### config.mk
export PLATFORM = sky130hd
export DESIGN_NAME = srgm_mac_unit
export DESIGN_NICKNAME = d
export VERILOG_FILES = /design/src/rtl/selected_row_gram_matrix_assert.svh /design/src/rtl/srgm_pkg.sv /design/src/rtl/srgm_mac_unit.sv
export SDC_FILE = /design/constraint.sdc
export NUM_CORES = 2
export LEC_CHECK = 0
export BUFFER_PORTS_ARGS = -buffer_cell sky130_fd_sc_hd__buf_2
export CAP_MARGIN = 40
export CORE_MARGIN = 8
export CORE_UTILIZATION = 23
export CTS_CLUSTER_DIAMETER = 60
export DETAILED_ROUTE_END_ITERATION = 8
export PLACE_DENSITY_LB_ADDON = 0.05
export SYNTH_ARGS = -nofsm -noshare
export SYNTH_HDL_FRONTEND = slang
export SYNTH_SLANG_ARGS = --single-unit
export TNS_END_PERCENT = 100
### constraint.sdc
create_clock -name clk -period 7.9 [get_ports clk]
set_input_delay 0.79 -clock clk [delete_from_list [all_inputs] [get_ports clk]]
set_output_delay 0.79 -clock clk [all_outputs]
set_load 0.01 [all_outputs]
### src/rtl/selected_row_gram_matrix_assert.svh
// Assertion macros for the selected-row Gram matrix block.
`ifndef SELECTED_ROW_GRAM_MATRIX_ASSERT_SVH
`define SELECTED_ROW_GRAM_MATRIX_ASSERT_SVH

// Same-cycle implication under reset.
`define SRGM_ASSERT_IMPL(label, clk, rst_n, ante, cons) \
	label: assert property (@(posedge clk) disable iff (!rst_n) (ante) |-> (cons)) \
		else $error("srgm assertion failed");

// Next-cycle implication under reset.
`define SRGM_ASSERT_NEXT(label, clk, rst_n, ante, cons) \
	label: assert property (@(posedge clk) disable iff (!rst_n) (ante) |=> (cons)) \
		else $error("srgm assertion failed");

`endif

### src/rtl/srgm_pkg.sv
// Types, widths and codes shared by the selected-row Gram matrix block.
`timescale 1ns / 1ps
`default_nettype none
package srgm_pkg;
	localparam int ELEM_W = 32;
	localparam int ACC_W  = 64;
	localparam int POS_W  = 3;
	localparam int RANK_W = 4;
	localparam int APB_AW = 3;
	localparam int APB_DW = 32;

	localparam logic CMD_PUSH   = 1'b0;
	localparam logic CMD_FINISH = 1'b1;

	localparam logic REG_RANK_IN_USE = 1'b0;
	localparam logic [RANK_W-1:0] RANK_RESET = 4'd8;

	localparam logic [ACC_W-1:0] ACC_MAX = {1'b0, {(ACC_W-1){1'b1}}};
	localparam logic [ACC_W-1:0] ACC_MIN = {1'b1, {(ACC_W-1){1'b0}}};

	typedef struct packed {
		logic                     cmd;
		logic signed [ELEM_W-1:0] element_value;
	} item_t;

	typedef struct packed {
		logic signed [ACC_W-1:0] gram_value;
		logic [POS_W-1:0]        result_row;
		logic [POS_W-1:0]        result_col;
		logic                    last_entry;
	} result_t;

	typedef struct packed {
		logic rd_en;
		logic wr_en;
		logic clr_all;
	} gram_ctl_t;

	function automatic logic [ACC_W-1:0] sat_add(input logic [ACC_W-1:0] a,
			input logic [ACC_W-1:0] b);
		logic [ACC_W-1:0] s;
		s = a + b;
		if (a[ACC_W-1] == b[ACC_W-1] && s[ACC_W-1] != a[ACC_W-1]) begin
			s = a[ACC_W-1] ? ACC_MIN : ACC_MAX;
		end
		return s;
	endfunction
endpackage
`default_nettype wire

### src/rtl/srgm_mac_unit.sv
// Shared multiply-accumulate unit: registered 32x32 product, saturating add.
`timescale 1ns / 1ps
`default_nettype none
module srgm_mac_unit (
	input  wire logic                               clk,
	input  wire logic                               en,
	input  wire logic signed [srgm_pkg::ELEM_W-1:0] a,
	input  wire logic signed [srgm_pkg::ELEM_W-1:0] b,
	input  wire logic [srgm_pkg::ACC_W-1:0]         acc,
	output logic [srgm_pkg::ACC_W-1:0]              sum
);
	import srgm_pkg::*;

	logic signed [ACC_W-1:0] prod_s2;

	always_ff @(posedge clk) begin
		if (en) begin
			prod_s2 <= ACC_W'(a) * ACC_W'(b);
		end
	end

	assign sum = sat_add(acc, prod_s2);
endmodule
`default_nettype wire

[Yosys cells after proc, flatten, opt, wreduce, memory -nomap -nowiden]
Index checks and enable logic that the tools add are counted.
Widths: inputs -> output; s select.
Storage, ports and cells
  output and inout port bits: 64
  register bits: 64
  word-level logic and storage cells: 8
Cells by class
  multipliers: 1
  add/sub/neg operators: 1
  equal/unequal tests: 2
  reduce and logical (&&, ||, !) cells: 1
  mux-type cells: 2
Operator list (count)
  $mux 64: 2
  $add 64x64->64: 1
  $mul 32x32->64: 1
  $eq 1x1->1: 1
  $logic_and 1x1->1: 1
  $ne 1x1->1: 1

[Longest topological paths before layout]
  word-level depth: 4
  mapped depth: 29
  gate-level depth less buffers: 27

[Least setup slack after synthesis]
OpenSTA, ideal clock, no wires.
  path kind: input -> register
  start point: in b[2] (netlist bit)
  end point: reg prod_s2[61], data pin
  data required time: 7.763 ns
  stages: 27
  slack: -0.425 ns
  setup time: 0.137 ns
  data arrival time: 8.187 ns
  cells stage by stage: clkbuf_1 > nand2_1 > inv_1 > fa_1 > inv_1 > fa_1 > inv_1 > fa_1 > fa_1 > inv_1 > fa_1 > inv_1 > fa_1 > inv_1 > fa_1 > inv_1 > fa_1 > ha_1 > a21o_1 > a21o_1 > a21o_1 > a21o_1 > a21oi_1 > nand2_1 > a31o_2 > or4_1 > nand4_1
Between the ends
  word-level cells in the longest chain between the ends: 1
RTL lines
  start: declaration: RTL line srgm_mac_unit.sv:8  | input wire logic signed [srgm_pkg::ELEM_W-1:0] b,
  $mul 32x32->64: RTL line srgm_mac_unit.sv:18  | prod_s2 <= ACC_W'(a) * ACC_W'(b);
  end signal: assignment: RTL line srgm_mac_unit.sv:18
  end: declaration: RTL line srgm_mac_unit.sv:14  | logic signed [ACC_W-1:0] prod_s2;
No other way between the ends.
A chain may end at the register's enable or synchronous reset.

[Final worst setup path]
  start point: in a[31] (netlist bit)
  end point: reg prod_s2[61], data pin
Between the ends
  word-level cells in the longest chain between the ends: 1
RTL lines
  start: declaration: RTL line srgm_mac_unit.sv:7  | input wire logic signed [srgm_pkg::ELEM_W-1:0] a,
  $mul 32x32->64: RTL line srgm_mac_unit.sv:18
No other way between the ends.

==> metrics <==
register area share after synthesis=4.53%; drt wl/cell=between 15 and 20 µm; Clock H-tree levels=3; Required @ worst endpoint=8110 ps; area of the mapped netlist=about 0.042 mm²; Slew headroom=45.8%; Via-to-Cell Ratio=4.17; WP data arrival=7910 ps; max cap viols=0; largest reg by FF count=prod_s2; biggest area consumer among synthesized cells=fa_1; DRC viols=0; core area=0.183 mm²; top-count cell post-synth=fa_1; die width=445 µm; ys flop type=edfxtp_1; Setup crit start kind=primary input; Initial DRC Count=between 1000 and 1500; Total GRT Usage=about 15%; Die ar.=0.198 mm²; CTS Buffer Depth=2; Mapped Cells=4600; die height=445 µm; fin crit share=97.5%; setup violators final=0; initial antenna violation count=17; Worst Tran Pin Value=812 ps; fraction of layout cells with a size suffix above 1=16.3%; status=finished clean; Mapped Avg Cell Area=between 9 and 10 µm²; Largest register FFs=64; cts bufs inserted=9; HPWL Detailed=137 mm; post-synthesis cell type count=75; most area-consuming cells after synthesis=fa_1 (51%), inv_1 (8.8%), and2_1 (7.6%); commonest cells in the netlist=fa_1 (1083), inv_1 (999), nand2_1 (581); Core Rows=~160; area growth from synthesis to layout=20.3%; PortBufs=between 150 and 200; Crit. End Element=register; GRT overflow=0; Yosys warning count=0; Hold Vio Cnt, Final=0; largest net degree at the start of global routing=61; Ports=194; Worst Setup Path Type=in2reg; Clock Root Buffer=clkbuf_16; Starting Density=23.2%; drt pass-1 iters=5; fin cells=7518; Final ANT Viol Nets=0; vias in the first global route=36007; Final Max Slew Viols=0; via count=31386; # hold bufs at CTS=0; CTS tree=built; placed cell count=7487; Post-Syn Nets=slightly above 6000; crit-path max FO=11; Total Routed Length=between 100 and 150 mm; post-synth top area share=51.1%; Hold Path Class=in2reg; Top Registers=prod_s2 (64); Post-synth EDFFs=64; Fmax=130 MHz; Post-synth ARST share=0%; Final TNS setup=0 ps; Sink Count=64; Final min period=7700 ps; Layout Nets=about 6500; Yosys reg bits=64; clk slew on worst S/H paths=60 ps; gpl congestion=around 0.8; first-pass GRT wire length=between 200 and 250 mm
==> metrics by stage <==
step	instance area (µm²)	util [%]	hold WS (ps)	setup slack [ps]
floorplan	42500	-	902	-115
global placement	50000	27.3	1160	-639
detailed placement	50000	27.3	1150	-606
CTS	50500	27.6	780	10.8
global route	51000	27.9	776	-37.1
finish	51000	27.9	786	200
==> area by class of cell <==
| class | instances | area [µm²] |
|---|---|---|
| clock inverters | 6 | 108 |
| flip-flops and latches | 64 | 1920 |
| repair buffers | 692 | 5770 |
| diodes | 3 | 7.51 |
| multi-input cells | 3281 | 36100 |
| fillers | 19882 | 132000 |
| inverters | 999 | 3760 |
| clock buffers | 9 | 225 |
| well taps | 2464 | 3080 |
==> final timing paths <==
kind              startpoint                     to  cells past startpoint
hold / removal            en   prod_s2[3]$_DFFE_PP_                      1
setup / recovery       a[31]  prod_s2[61]$_DFFE_PP_                     26
==> routing by layer <==
metal / GRT usage (%) / share of wire (%) / wire length, µm
met4: 2.20 / 1.6 / 2340
met2: 29.4 / 55 / 82300
met5: 0 / 0.0087 / 13
met1: 18.7 / 42 / 63100
met3: 0.674 / 1.2 / 1750
==> worst max-delay path, stage by stage <==
cell and delay, ps:
buf_8 140, and2_4 170, fa_1 530, inv_2 50, fa_1 520, inv_2 50, fa_2 580, buf_6 160
fa_2 560, clkinvlp_4 160, buf_6 150, fa_1 470, inv_1 50, fa_1 450, fa_1 500, fa_1 610
ha_4 220, a21o_1 170, a21o_1 170, a21o_1 190, a211o_1 280, o21ai_2 80, a31oi_4 60, a31o_4 280
or4_1 400, nand4_1 100
==> cell usage in the layout, fill, tap and decap left out, types with 10 or more instances in the layout <==
cell	netlist	routed
a211oi_1	10	10
a21o_1	71	71
a21oi_1	120	111
a21oi_2	2	10
a31oi_1	21	18
and2_1	515	512
and3_1	14	13
buf_12	0	72
buf_2	17	165
buf_4	9	423
buf_6	1	18
clkbuf_4	0	12
edfxtp_1	64	64
fa_1	1083	1052
fa_2	0	31
ha_1	247	234
ha_4	0	10
inv_1	999	990
nand2_1	581	578
nand2b_1	22	22
nand3_1	27	27
nand4_1	33	33
nor2_1	81	77
nor2b_1	11	11
nor3_1	21	19
o211ai_1	12	12
o21a_1	14	14
o21ai_0	124	119
o21ai_1	15	16
o21bai_1	16	16
xnor2_1	70	70
xor2_1	50	50
==> cell families after synthesis <==
logic type	count (synthesis)	synth area share, %
buffers and inverters	1255	11.3
AND/OR/NAND/NOR	1345	15.9
adder cells (fa/ha/maj)	1331	58.4
AO/OA/AOI/OAI	483	7.35
flip-flops	64	4.53
XOR/XNOR	120	2.48
multiplexers	2	0.0472
==> what timing repair did <==
action                                  4_1_cts  5_1_grt
pin swaps                                     5       65
endpoints found under the setup margin       16       21
resized for setup                            37      110
hold endpoints to repair                      0        0
setup buffers                                 1       14
Power is left out: the tool's default activity adds up to more than one toggle a clock period on the data nets, which glitch-free logic cannot reach.
