`src/rtl/selected_row_gram_matrix_assert.svh`:
```
// Assertion macros for the selected-row Gram matrix block.
`ifndef SELECTED_ROW_GRAM_MATRIX_ASSERT_SVH
`define SELECTED_ROW_GRAM_MATRIX_ASSERT_SVH

// Same-cycle implication under reset.
`define SRGM_ASSERT_IMPL(label, clk, rst_n, ante, cons) \
	label: assert property (@(posedge clk) disable iff (!rst_n) (ante) |-> (cons)) \
		else $error("srgm assertion failed");

// Next-cycle implication under reset.
`define SRGM_ASSERT_NEXT(label, clk, rst_n, ante, cons) \
	label: assert property (@(posedge clk) disable iff (!rst_n) (ante) |=> (cons)) \
		else $error("srgm assertion failed");

`endif

```
`src/rtl/srgm_pkg.sv`:
```
// Types, widths and codes shared by the selected-row Gram matrix block.
`timescale 1ns / 1ps
`default_nettype none
package srgm_pkg;
	localparam int ELEM_W = 32;
	localparam int ACC_W  = 64;
	localparam int POS_W  = 3;
	localparam int RANK_W = 4;
	localparam int APB_AW = 3;
	localparam int APB_DW = 32;

	localparam logic CMD_PUSH   = 1'b0;
	localparam logic CMD_FINISH = 1'b1;

	localparam logic REG_RANK_IN_USE = 1'b0;
	localparam logic [RANK_W-1:0] RANK_RESET = 4'd8;

	localparam logic [ACC_W-1:0] ACC_MAX = {1'b0, {(ACC_W-1){1'b1}}};
	localparam logic [ACC_W-1:0] ACC_MIN = {1'b1, {(ACC_W-1){1'b0}}};

	typedef struct packed {
		logic                     cmd;
		logic signed [ELEM_W-1:0] element_value;
	} item_t;

	typedef struct packed {
		logic signed [ACC_W-1:0] gram_value;
		logic [POS_W-1:0]        result_row;
		logic [POS_W-1:0]        result_col;
		logic                    last_entry;
	} result_t;

	typedef struct packed {
		logic rd_en;
		logic wr_en;
		logic clr_all;
	} gram_ctl_t;

	function automatic logic [ACC_W-1:0] sat_add(input logic [ACC_W-1:0] a,
			input logic [ACC_W-1:0] b);
		logic [ACC_W-1:0] s;
		s = a + b;
		if (a[ACC_W-1] == b[ACC_W-1] && s[ACC_W-1] != a[ACC_W-1]) begin
			s = a[ACC_W-1] ? ACC_MIN : ACC_MAX;
		end
		return s;
	endfunction
endpackage
`default_nettype wire

```
`src/rtl/srgm_row_buf.sv`:
```
// Row element buffer: one write port, two registered read ports.
`timescale 1ns / 1ps
`default_nettype none
module srgm_row_buf #(
	parameter int AW = 3
) (
	input  wire logic                             clk,
	input  wire logic                             wr_en,
	input  wire logic [AW-1:0]                    wr_addr,
	input  wire logic signed [srgm_pkg::ELEM_W-1:0] wr_data,
	input  wire logic [AW-1:0]                    rd_addr_a,
	input  wire logic [AW-1:0]                    rd_addr_b,
	output logic signed [srgm_pkg::ELEM_W-1:0]    rd_data_a,
	output logic signed [srgm_pkg::ELEM_W-1:0]    rd_data_b
);
	import srgm_pkg::*;

	localparam int DEPTH = 1 << AW;

	logic signed [ELEM_W-1:0] mem_q [DEPTH];

	always_ff @(posedge clk) begin
		if (wr_en) begin
			mem_q[wr_addr] <= wr_data;
		end
		rd_data_a <= mem_q[rd_addr_a];
		rd_data_b <= mem_q[rd_addr_b];
	end
endmodule
`default_nettype wire

```
`config.mk`:
```
export PLATFORM = sky130hd
export DESIGN_NAME = srgm_row_buf
export DESIGN_NICKNAME = d
export VERILOG_FILES = /design/src/rtl/selected_row_gram_matrix_assert.svh /design/src/rtl/srgm_pkg.sv /design/src/rtl/srgm_row_buf.sv
export SDC_FILE = /design/constraint.sdc
export NUM_CORES = 1
export LEC_CHECK = 0
export BUFFER_PORTS_ARGS = -buffer_cell sky130_fd_sc_hd__buf_2
export CORE_AREA = 2 2 233 235
export DETAILED_ROUTE_END_ITERATION = 10
export DIE_AREA = 0 0 235 237
export GPL_ROUTABILITY_DRIVEN = 0
export PLACE_DENSITY = 0.47
export SETUP_SLACK_MARGIN = 0.4
export SYNTH_ARGS = -nofsm -noshare
export SYNTH_HDL_FRONTEND = slang
export SYNTH_SLANG_ARGS = --single-unit
```
`constraint.sdc`:
```
create_clock -name clk -period 7.45 [get_ports clk]
set_input_delay 0.3725 -clock clk [delete_from_list [all_inputs] [get_ports clk]]
set_output_delay 0.3725 -clock clk [all_outputs]
set_load 0.01 [all_outputs]
```
Word level (Yosys, flattened, before mapping)
Memories as Yosys holds them, arrays and structs flattened. A register that Yosys moved wholly into a read port is not among the register bits.
Index checks and enable logic that the tools add are counted.
- register bits: 0
- bits in writable memories: 256
- input port bits: 43
- output and inout port bits: 64
- logic and storage cells: 3
- memories: 1
- mux-type cells: 2
- memories (name ; depth ; bits a word ; rd ports ; clocked after memory_dff ; wr ports ; RTL line ; text):
    mem_q ; 8 ; 32 ; 2 ; 2 ; 1 ; srgm_row_buf.sv:20 ; logic signed [ELEM_W-1:0] mem_q [DEPTH];
- operators with widths (cell ; count):
    $mux 1 ; 2

Depth between registers and ports, before layout
Gate-level depths: netlist of run 1.
- word-level depth: 2
- mapped depth: 4
- gate-level depth less buffers: 2

Worst setup path after synthesis of run 1
Ideal clock, no wire load.
- path kind: input to register
- start point: input port wr_addr[2]
- end point: memory mem_q[0][0] (enable)
- library setup time: 461 ps
- arrival: 2758 ps
- required time: 6989 ps
- setup slack: 4231 ps
- stages: 2
- path buffers: 0
- path through: nand2b_1 > nor3_1
- RTL lines (what ; RTL line ; text):
    start, declared ; srgm_row_buf.sv:9 ; input wire logic [AW-1:0] wr_addr,
    end, declared ; srgm_row_buf.sv:20 ;
No word-level cell before the write port.

==> run metrics, run 1 <==
Netlist cell types 14; DRC 0; Die Span Y 237 um; Critical Path RT 7.88 ns; Cells after Synth 561; htree depth 2; placed cells 1339; main combinational cell family by area after synthesis multiplexers; P_leak 0.00532 uW; Initial Util 24.7%; gr ovfl total 0; via count 6315; Rel. slew slack 28.4%; crit path launch type input pin; Synth top area share 58.3%; initial antenna violation count 7; Critical Path, Cell by Cell buf_4 -> buf_4 -> mux4_1 -> mux2_2; Wirelength per Cell 22.6 um; crit path buf inv count 2; # hold bufs at CTS 0; Final period util 27.8%; first-pass GRT wire length 46400 um; Worst path max stage delay 0.85 ns; Routed Antenna Nets 0; fill cell count 5163; pwr/cell area 259 mW/mm2; final wirelength 31800 um; Worst Hold End mem_q[6][9]; r2r setup slk 6.11 ns; crit path max fanout 52; CP max stage cell buf_4; clk_skew 0.00858 ns; Peak supply drop 0.000137 V; layout cells sized above 1 40.8%; CP delay by family, top buffers and inverters; Synth Area in Adders 0%; FF+latch area 0.00897 mm2; Top Usage Layer GRT met2; I/O pin total 107; count of state elements after synthesis 320; P_int 3130 uW; vias in the first global route 6907; Clock transition at path regs 0.06 ns; Max-cap violations 0; M1 GR Usage 15.1%; class of the worst hold path input pin to flip-flop; outcome finished, final reports clean; Sw Ratio 22.6%; reg2reg start mem_q[4][9]; syn nets 604; die footprint 0.0557 mm2; Combinational Power Share 7.5%; hold_sp wr_data[9]; r2r worst-path depth 2; RSZ-0062 raised after global routing no; Initial DRC Count 343; Worst Path Arrival 2.50 ns; post-route minimum period 2.07 ns; dpl ws 4.76 ns; sequential area share after synthesis 68.1%; multiplexer share of the synthesized area 29.6%; M2 GR Usage 18.2%; DP Wirelength 16700 um; total track usage 11.5%; XOR/XNOR share of the synthesized area 0%; setup ws final 5.38 ns; Yosys Warn Count 0; CTS Buf Count 37; slew at the pin closest to its max-slew limit 1.07 ns; row count 85; Avg Vias per Cell 4.48; Crit Path Category input pin to flip-flop; DR pass1 iterations 5; Util after Layout 29.3%; largest net degree at the start of global routing 65; Horiz. Die Dim 235 um; largest area contributor in the netlist edfxtp_1; P_sw 917 uW; CTS root buffer clkbuf_16; clock sink count 320; area added between synthesis and finish 18.6%; Top cell by count, worst path buf_4; fin nets 725; clk buf depth 3; Fin. Hold Viols 0; Max Transition Viols Final 0; setup_tns 0 ns; CP endpoint kind flip-flop; multi-input logic area 0.00402 mm2; Worst R2R End rd_data_b[9]; Hold Path Stages 1; CTS tree yes; Layout Cells excl Fill 1410; Core Footprint 0.0533 mm2; met3 usage 3.26%; mean post-synth cell area 23.5 um2; Sequential Power Share 50.6%; Final setup viols 0; Fmax 482 MHz; Post-CTS Resized 0; main area contributors after synthesis edfxtp_1 (58%), mux4_1 (16%), dfxtp_1 (9.7%); Syn Std Cell Area 0.0132 mm2; setup bufs post-CTS 0; number of port buffers 106; clock share of power 41.9%; worst skew pair latency 0.54 ns; tightest hold margin 0.0987 ns; Synth Area in Simple Gates 0.446%; Synth Area in Compound Gates 0%
==> per-layer routing <==
layer	vias up	part of all wire, %
li1	2727	-
met1	3360	44
met2	166	47
met3	56	6.9
met4	6	2.2
met5	-	0.10
==> layout make-up <==
class                           count  area share [%]
Multi-Input combinational cell    205            25.7
Clock inverter                     19           0.776
Tap cell                          696            5.57
Timing Repair Buffer              118            4.03
Antenna cell                        3          0.0480
Clock buffer                       49            6.48
Sequential cell                   320            57.4
==> layout by cell type (no fill, tap or decap), types with 2 or more instances in the layout <==
master,count
clkinv_2,6
clkinvlp_4,3
nor3_2,2
mux2_2,64
mux4_1,80
buf_4,16
dfxtp_1,64
clkbuf_1,10
edfxtp_1,256
nand2_1,2
nor2_4,6
nand2b_1,3
clkinv_1,6
diode_2,3
mux4_2,48
buf_2,102
clkbuf_16,39
inv_6,2
==> Yosys cell counts, drive strengths merged <==
master / instances
edfxtp: 256
mux4: 128
nand2b: 3
nor2: 6
dfxtp: 64
clkbuf: 2
nand2: 2
nor3: 2
buf: 34
mux2: 64
==> power groups by stage <==
stage	clock network (uW)	logic (uW)	registers, uW
floorplan	0	173	2090
global placement	0	312	2090
detailed placement	0	313	2090
CTS	1760	314	2050
global route	1830	331	2060
finish	1700	305	2050
==> logic make-up (layout without fill, tap and decap cells) <==
| logic type | after synthesis | after routing |
|---|---|---|
| DFF | 320 | 320 |
| muxes | 192 | 192 |
| and+or+nand+nor | 13 | 13 |
| other | 0 | 3 |
| buffers and inverters | 36 | 186 |
==> worst reg2reg max path: stages, from the launching register on <==
cell,delay [ns]
edfxtp_1,0.39
mux4_1,0.51
mux2_2,0.32
==> through the flow <==
stage | area [um2] | power (uW)
2_1_floorplan | 13200 | 2270
3_3_place_gp | 14500 | 2400
3_5_place_dp | 14500 | 2400
4_1_cts | 15600 | 4130
5_1_grt | 15600 | 4220
6_report | 15600 | 4050
==> state kept, by name (all words and copies together), names as in the netlist <==
signal / cells
rd_data_a: 32
rd_data_b: 32
mem_q: 256
==> worst max path at each step <==
stage / cells past startpoint / start / endpoint / slack [ns]
after floorplan: 2 / wr_addr[2] / mem_q[0][0] / 4.23
after global placement: 4 / rd_addr_a[0] / rd_data_a[18] / 4.77
after detailed placement: 4 / rd_addr_a[0] / rd_data_a[18] / 4.76
after CTS: 4 / rd_addr_a[0] / rd_data_a[18] / 5.34
after global routing: 4 / rd_addr_a[0] / rd_data_a[16] / 5.26
final: 4 / rd_addr_a[0] / rd_data_a[18] / 5.38
Note: power is estimated with default switching activity, not from simulation.
==> inputs of run 2 (changes only) <==
Clock period 7.45 ns to 2.04 ns, I/O delays scaled along.
==> run metrics, run 2 (same netlist as run 1, synthesis figures left out) <==
I/O pin total 107 (unchanged); commonest non-fill, non-tap cell in the layout edfxtp_1; CTS tree yes; initial antenna violation count 0 (-7); clk_skew 0.0184 ns (+0.00979 ns); gr ovfl total 0 (unchanged); fill cell count 5085 (-1.5%); Horiz. Die Dim 235 um (unchanged); Util after Layout 30.9% (+1.6 points); RSZ-0062 raised after global routing no; post-route minimum period 1.35 ns; setup bufs post-CTS 0 (unchanged); Peak supply drop 0.000435 V (+220%); CTS root buffer clkbuf_16; most frequent cells in the layout edfxtp_1 (256), buf_2 (102), mux4_1 (80); P_leak 0.00570 uW (+7.2%); first-pass GRT wire length 47000 um (+1.2%); Post-CTS Resized 0 (unchanged); class of the worst hold path input pin to flip-flop; Initial DRC Count 320 (-6.7%); worst skew pair latency 0.55 ns (about the same); Fmax 739 MHz; DR pass1 iterations 4 (-1); M1 GR Usage 15.5% (+0.38 points); Worst Path Arrival 1.78 ns (-0.72 ns); Initial Util 24.7% (unchanged); Wirelength per Cell 21.8 um (-3.6%); Max-cap violations 0 (unchanged); pwr/cell area 953 mW/mm2 (+270%); Largest register FFs 256 (unchanged); crit path launch type flip-flop; setup ws final 0.687 ns (-4.69 ns); slew at the pin closest to its max-slew limit 0.521 ns (-0.552 ns); Final setup viols 0 (unchanged); Final period util 66.3%; # hold bufs at CTS 33 (+33); clock sink count 320 (unchanged); Crit Path Category flip-flop to flip-flop; CTS Buf Count 37 (unchanged); DP Wirelength 19400 um (+16%); biggest regs mem_q (256), rd_data_a (32), rd_data_b (32); Rel. slew slack 65.2% (+37 points); final wirelength 31800 um (about the same); fin nets 780 (+7.6%); vias in the first global route 7072 (+2.4%); Avg Vias per Cell 4.37 (-2.5%); clk buf depth 3 (unchanged); Routed Antenna Nets 0 (unchanged); Antenna diodes 0 (-3); row count 85 (unchanged); layout cells sized above 1 41.3% (+0.47 points); dpl ws 0.444 ns (-4.32 ns); number of port buffers 106 (unchanged); Fin. Hold Viols 0 (unchanged); Clock transition at path regs 0.06 ns (about the same); area added between synthesis and finish 25.0%; Critical Path RT 2.47 ns (-5.41 ns); total track usage 11.5% (+0.039 points); outcome finished, final reports clean; Power Total 15700 uW (+290%); largest net degree at the start of global routing 38 (-42%); Core Footprint 0.0533 mm2 (unchanged); Top Usage Layer GRT met2; M2 GR Usage 18.6% (+0.35 points); CP endpoint kind flip-flop; DRC 0 (unchanged); via count 6386 (+1.1%); Die Span Y 237 um (unchanged); die footprint 0.0557 mm2 (unchanged); crit path max fanout 2 (-96%); met3 usage 2.74% (-0.52 points); htree depth 2 (unchanged); setup_tns 0 ns (unchanged); Max Transition Viols Final 0 (unchanged); Biggest register mem_q; tightest hold margin 0.0679 ns (-0.0308 ns)
run 2: cell type report:
class | instances | area [um2] | area share [%]
Clock inverter | 20 | 284 | 1.72
Clock buffer | 48 | 1020 | 6.18
Tap cell | 696 | 871 | 5.29
Multi-Input combinational cell | 205 | 4030 | 24.5
Sequential cell | 320 | 8970 | 54.4
Timing Repair Buffer | 173 | 1300 | 7.90
run 2: critical path, cell delays in order (launching register included):
cell and delay (ns):
edfxtp_1 0.37, mux4_1 0.54, mux2_2 0.32
run 2: metrics by stage:
stage          cell area [um2]  instances
2_1_floorplan            13200        561
3_3_place_gp             14800       1361
3_5_place_dp             14800       1361
4_1_cts                  16500       1462
5_1_grt                  16500       1462
6_report                 16500       1462
run 2: final timing paths:
kind                     start            end  slack (ns)  cells past startpoint
setup reg to reg   mem_q[1][6]   rd_data_a[6]        0.69                      2
hold reg to reg   mem_q[0][29]  rd_data_a[29]        0.69                      2
hold / removal    rd_addr_b[1]   rd_data_b[6]        0.07                      2
setup / recovery   mem_q[1][6]   rd_data_a[6]        0.69                      2
run 2: where the power goes:
part	switching (uW)	internal, uW	total (uW)
logic	588	639	1230
registers	124	7360	7490
clock network	2670	4320	6990
run 2: layer usage:
layer	up-vias	part of all wire (%)
li1	2836	-
met1	3373	47
met2	130	47
met3	47	4.5
met4	0	1.9
met5	-	0
==> inputs of run 3 (changes only) <==
Clock period 2.04 ns to 1.35 ns, I/O delays scaled along.
==> run metrics, run 3 (same netlist as run 1, synthesis figures left out) <==
Horiz. Die Dim 235 um (unchanged); fill cell count 5048 (-0.73%); commonest non-fill, non-tap cell in the layout edfxtp_1; CP delay by family, top multiplexers; Critical Path RT 1.78 ns (-0.69 ns); largest net degree at the start of global routing 29 (-24%); gr ovfl total 0 (unchanged); Power Total 24000 uW (+53%); setup ws final 0.0574 ns (-0.629 ns); Critical Path, Cell by Cell mux4_2 -> mux2_4; Worst Path Arrival 1.72 ns (-0.06 ns); DRC 0 (unchanged); Final setup viols 0 (unchanged); clk buf depth 3 (unchanged); Largest register FFs 256 (unchanged); Crit Path Category flip-flop to flip-flop; final wirelength 31900 um (+0.32%); Max Transition Viols Final 0 (unchanged); Rel. slew slack 79.3% (+14 points); Wirelength per Cell 21.6 um (-0.77%); Biggest register mem_q; placed cells 1377 (+1.2%); Avg Vias per Cell 4.30 (-1.7%); Clock transition at path regs 0.06 ns (about the same); Worst R2R End rd_data_a[31]; Routed Antenna Nets 0 (unchanged); crit path to rd_data_a[31]; dpl ws -0.100 ns (-0.545 ns); Peak supply drop 0.000765 V (+76%); Layout Cells excl Fill 1478 (+1.1%); outcome finished, final reports clean; row count 85 (unchanged); reg2reg start mem_q[7][31]; DP Wirelength 20200 um (+4.6%); RSZ-0062 raised after global routing yes; crit path buf inv count 0 (unchanged); initial antenna violation count 1 (+1); r2r worst-path depth 2 (unchanged); clock sink count 320 (unchanged); I/O pin total 107 (unchanged); CP endpoint kind flip-flop; CTS tree yes; first-pass GRT wire length 47300 um (+0.73%); r2r setup slk 0.06 ns (-0.63 ns); slew at the pin closest to its max-slew limit 0.311 ns (-0.210 ns); fin nets 795 (+1.9%); P_leak 0.00587 uW (+3.0%); layout cells sized above 1 60.2% (+19 points); CTS Buf Count 37 (unchanged); area post-placement 0.0150 mm2 (+0.89%); Fmax 774 MHz (+4.7%); clk_skew 0.0108 ns (-0.00759 ns); Initial Util 24.7% (unchanged); Fin. Hold Viols 0 (unchanged); class of the worst hold path input pin to flip-flop; CP max stage cell mux4_2; via count 6349 (-0.58%); WP depth 2 (unchanged); number of port buffers 106 (unchanged); Worst path max stage delay 0.50 ns (-0.04 ns); post-route minimum period 1.29 ns (-0.0607 ns); Max-cap violations 0 (unchanged); total track usage 11.6% (+0.12 points); Die Span Y 237 um (unchanged); post-route cell area 0.0171 mm2 (+4.0%); pwr/cell area 1400 mW/mm2 (+47%); crit path max fanout 2 (unchanged); die footprint 0.0557 mm2 (unchanged); most frequent cells in the layout edfxtp_1 (256), mux4_2 (128), mux2_4 (53), buf_6 (53); vias in the first global route 7045 (-0.38%); worst skew pair latency 0.55 ns (about the same); biggest regs mem_q (256), rd_data_a (32), rd_data_b (32); htree depth 2 (unchanged); crit path launch type flip-flop; Worst Setup SP mem_q[7][31]; area added between synthesis and finish 30.1%; DR pass1 iterations 6 (+2); CTS root buffer clkbuf_16; Core Footprint 0.0533 mm2 (unchanged); Initial DRC Count 347 (+8.4%); Final period util 95.8% (+29 points)
-- run 3: cell types whose count changed in the layout (fill, tap and decap cells not counted), sizes merged --
cell,change
bufinv,-1
dlygate4sd3,-1
inv,+2
clkinvlp,-3
clkinv,-1
buf,+16
clkbuf,+3
diode,+1
-- run 3: stage by stage --
| step | hold slack (ns) | TNS, ns | util (%) |
|---|---|---|---|
| floorplan | 0.166 | -5.29 | - |
| global placement | 0.338 | -2.87 | 28.1 |
| detailed placement | 0.342 | -2.94 | 28.1 |
| CTS | 0.0454 | 0 | 31.9 |
| global route | 0.0549 | 0 | 32.2 |
| finish | 0.0830 | 0 | 32.2 |
-- run 3: how the worst min path moves through the flow --
| stage | startpoint | endpoint | slack [ns] | depth (start not counted) |
|---|---|---|---|---|
| floorplan | wr_data[0] | mem_q[0][0] | 0.17 | 0 |
| global placement | wr_data[3] | mem_q[6][3] | 0.34 | 1 |
| detailed placement | wr_data[12] | mem_q[0][12] | 0.34 | 1 |
| CTS | rd_addr_a[1] | rd_data_a[10] | 0.05 | 3 |
| global route | rd_addr_a[1] | rd_data_a[5] | 0.05 | 3 |
| finish | rd_addr_a[1] | rd_data_a[5] | 0.08 | 3 |
-- run 3: final cells by class --
cell class,count,area [um2],area share [%]
multi-input combinational,205,3980,23.2
clock buffer,51,1010,5.88
antenna,1,2.50,0.0146
clock inverter,17,234,1.37
sequential,320,9040,52.8
timing repair buffer,188,1990,11.6
tap,696,871,5.08
-- run 3: worst min-delay path: stages --
cell	delay [ns]
buf_2	0.14
buf_12	0.17
mux2_4	0.22
-- run 3: layer usage --
| metal | share of wire (%) | vias to the layer above | wire length (um) | global-route usage (%) |
|---|---|---|---|---|
| li1 | - | 2788 | - | - |
| met1 | 43 | 3392 | 13800 | 14.8 |
| met2 | 51 | 123 | 16100 | 19.8 |
| met3 | 4.3 | 46 | 1390 | 2.84 |
| met4 | 1.9 | 0 | 616 | 3.07 |
| met5 | 0 | - | 0 | 0 |
-- run 3: report_power, final --
part | total, uW | internal, uW | switching, uW
sequential | 11400 | 11200 | 233
combinational | 2340 | 1380 | 962
clock | 10200 | 6240 | 4010
total | 24000 | 18800 | 5210
-- run 3: what timing repair did --
| item | 4_1_cts | 5_1_grt |
|---|---|---|
| gates resized for setup | 132 | 36 |
| setup buffers | 0 | 0 |
| setup endpoints to repair | 128 | 128 |
| hold buffers | 32 | 0 |
| hold endpoints to repair | 256 | 0 |
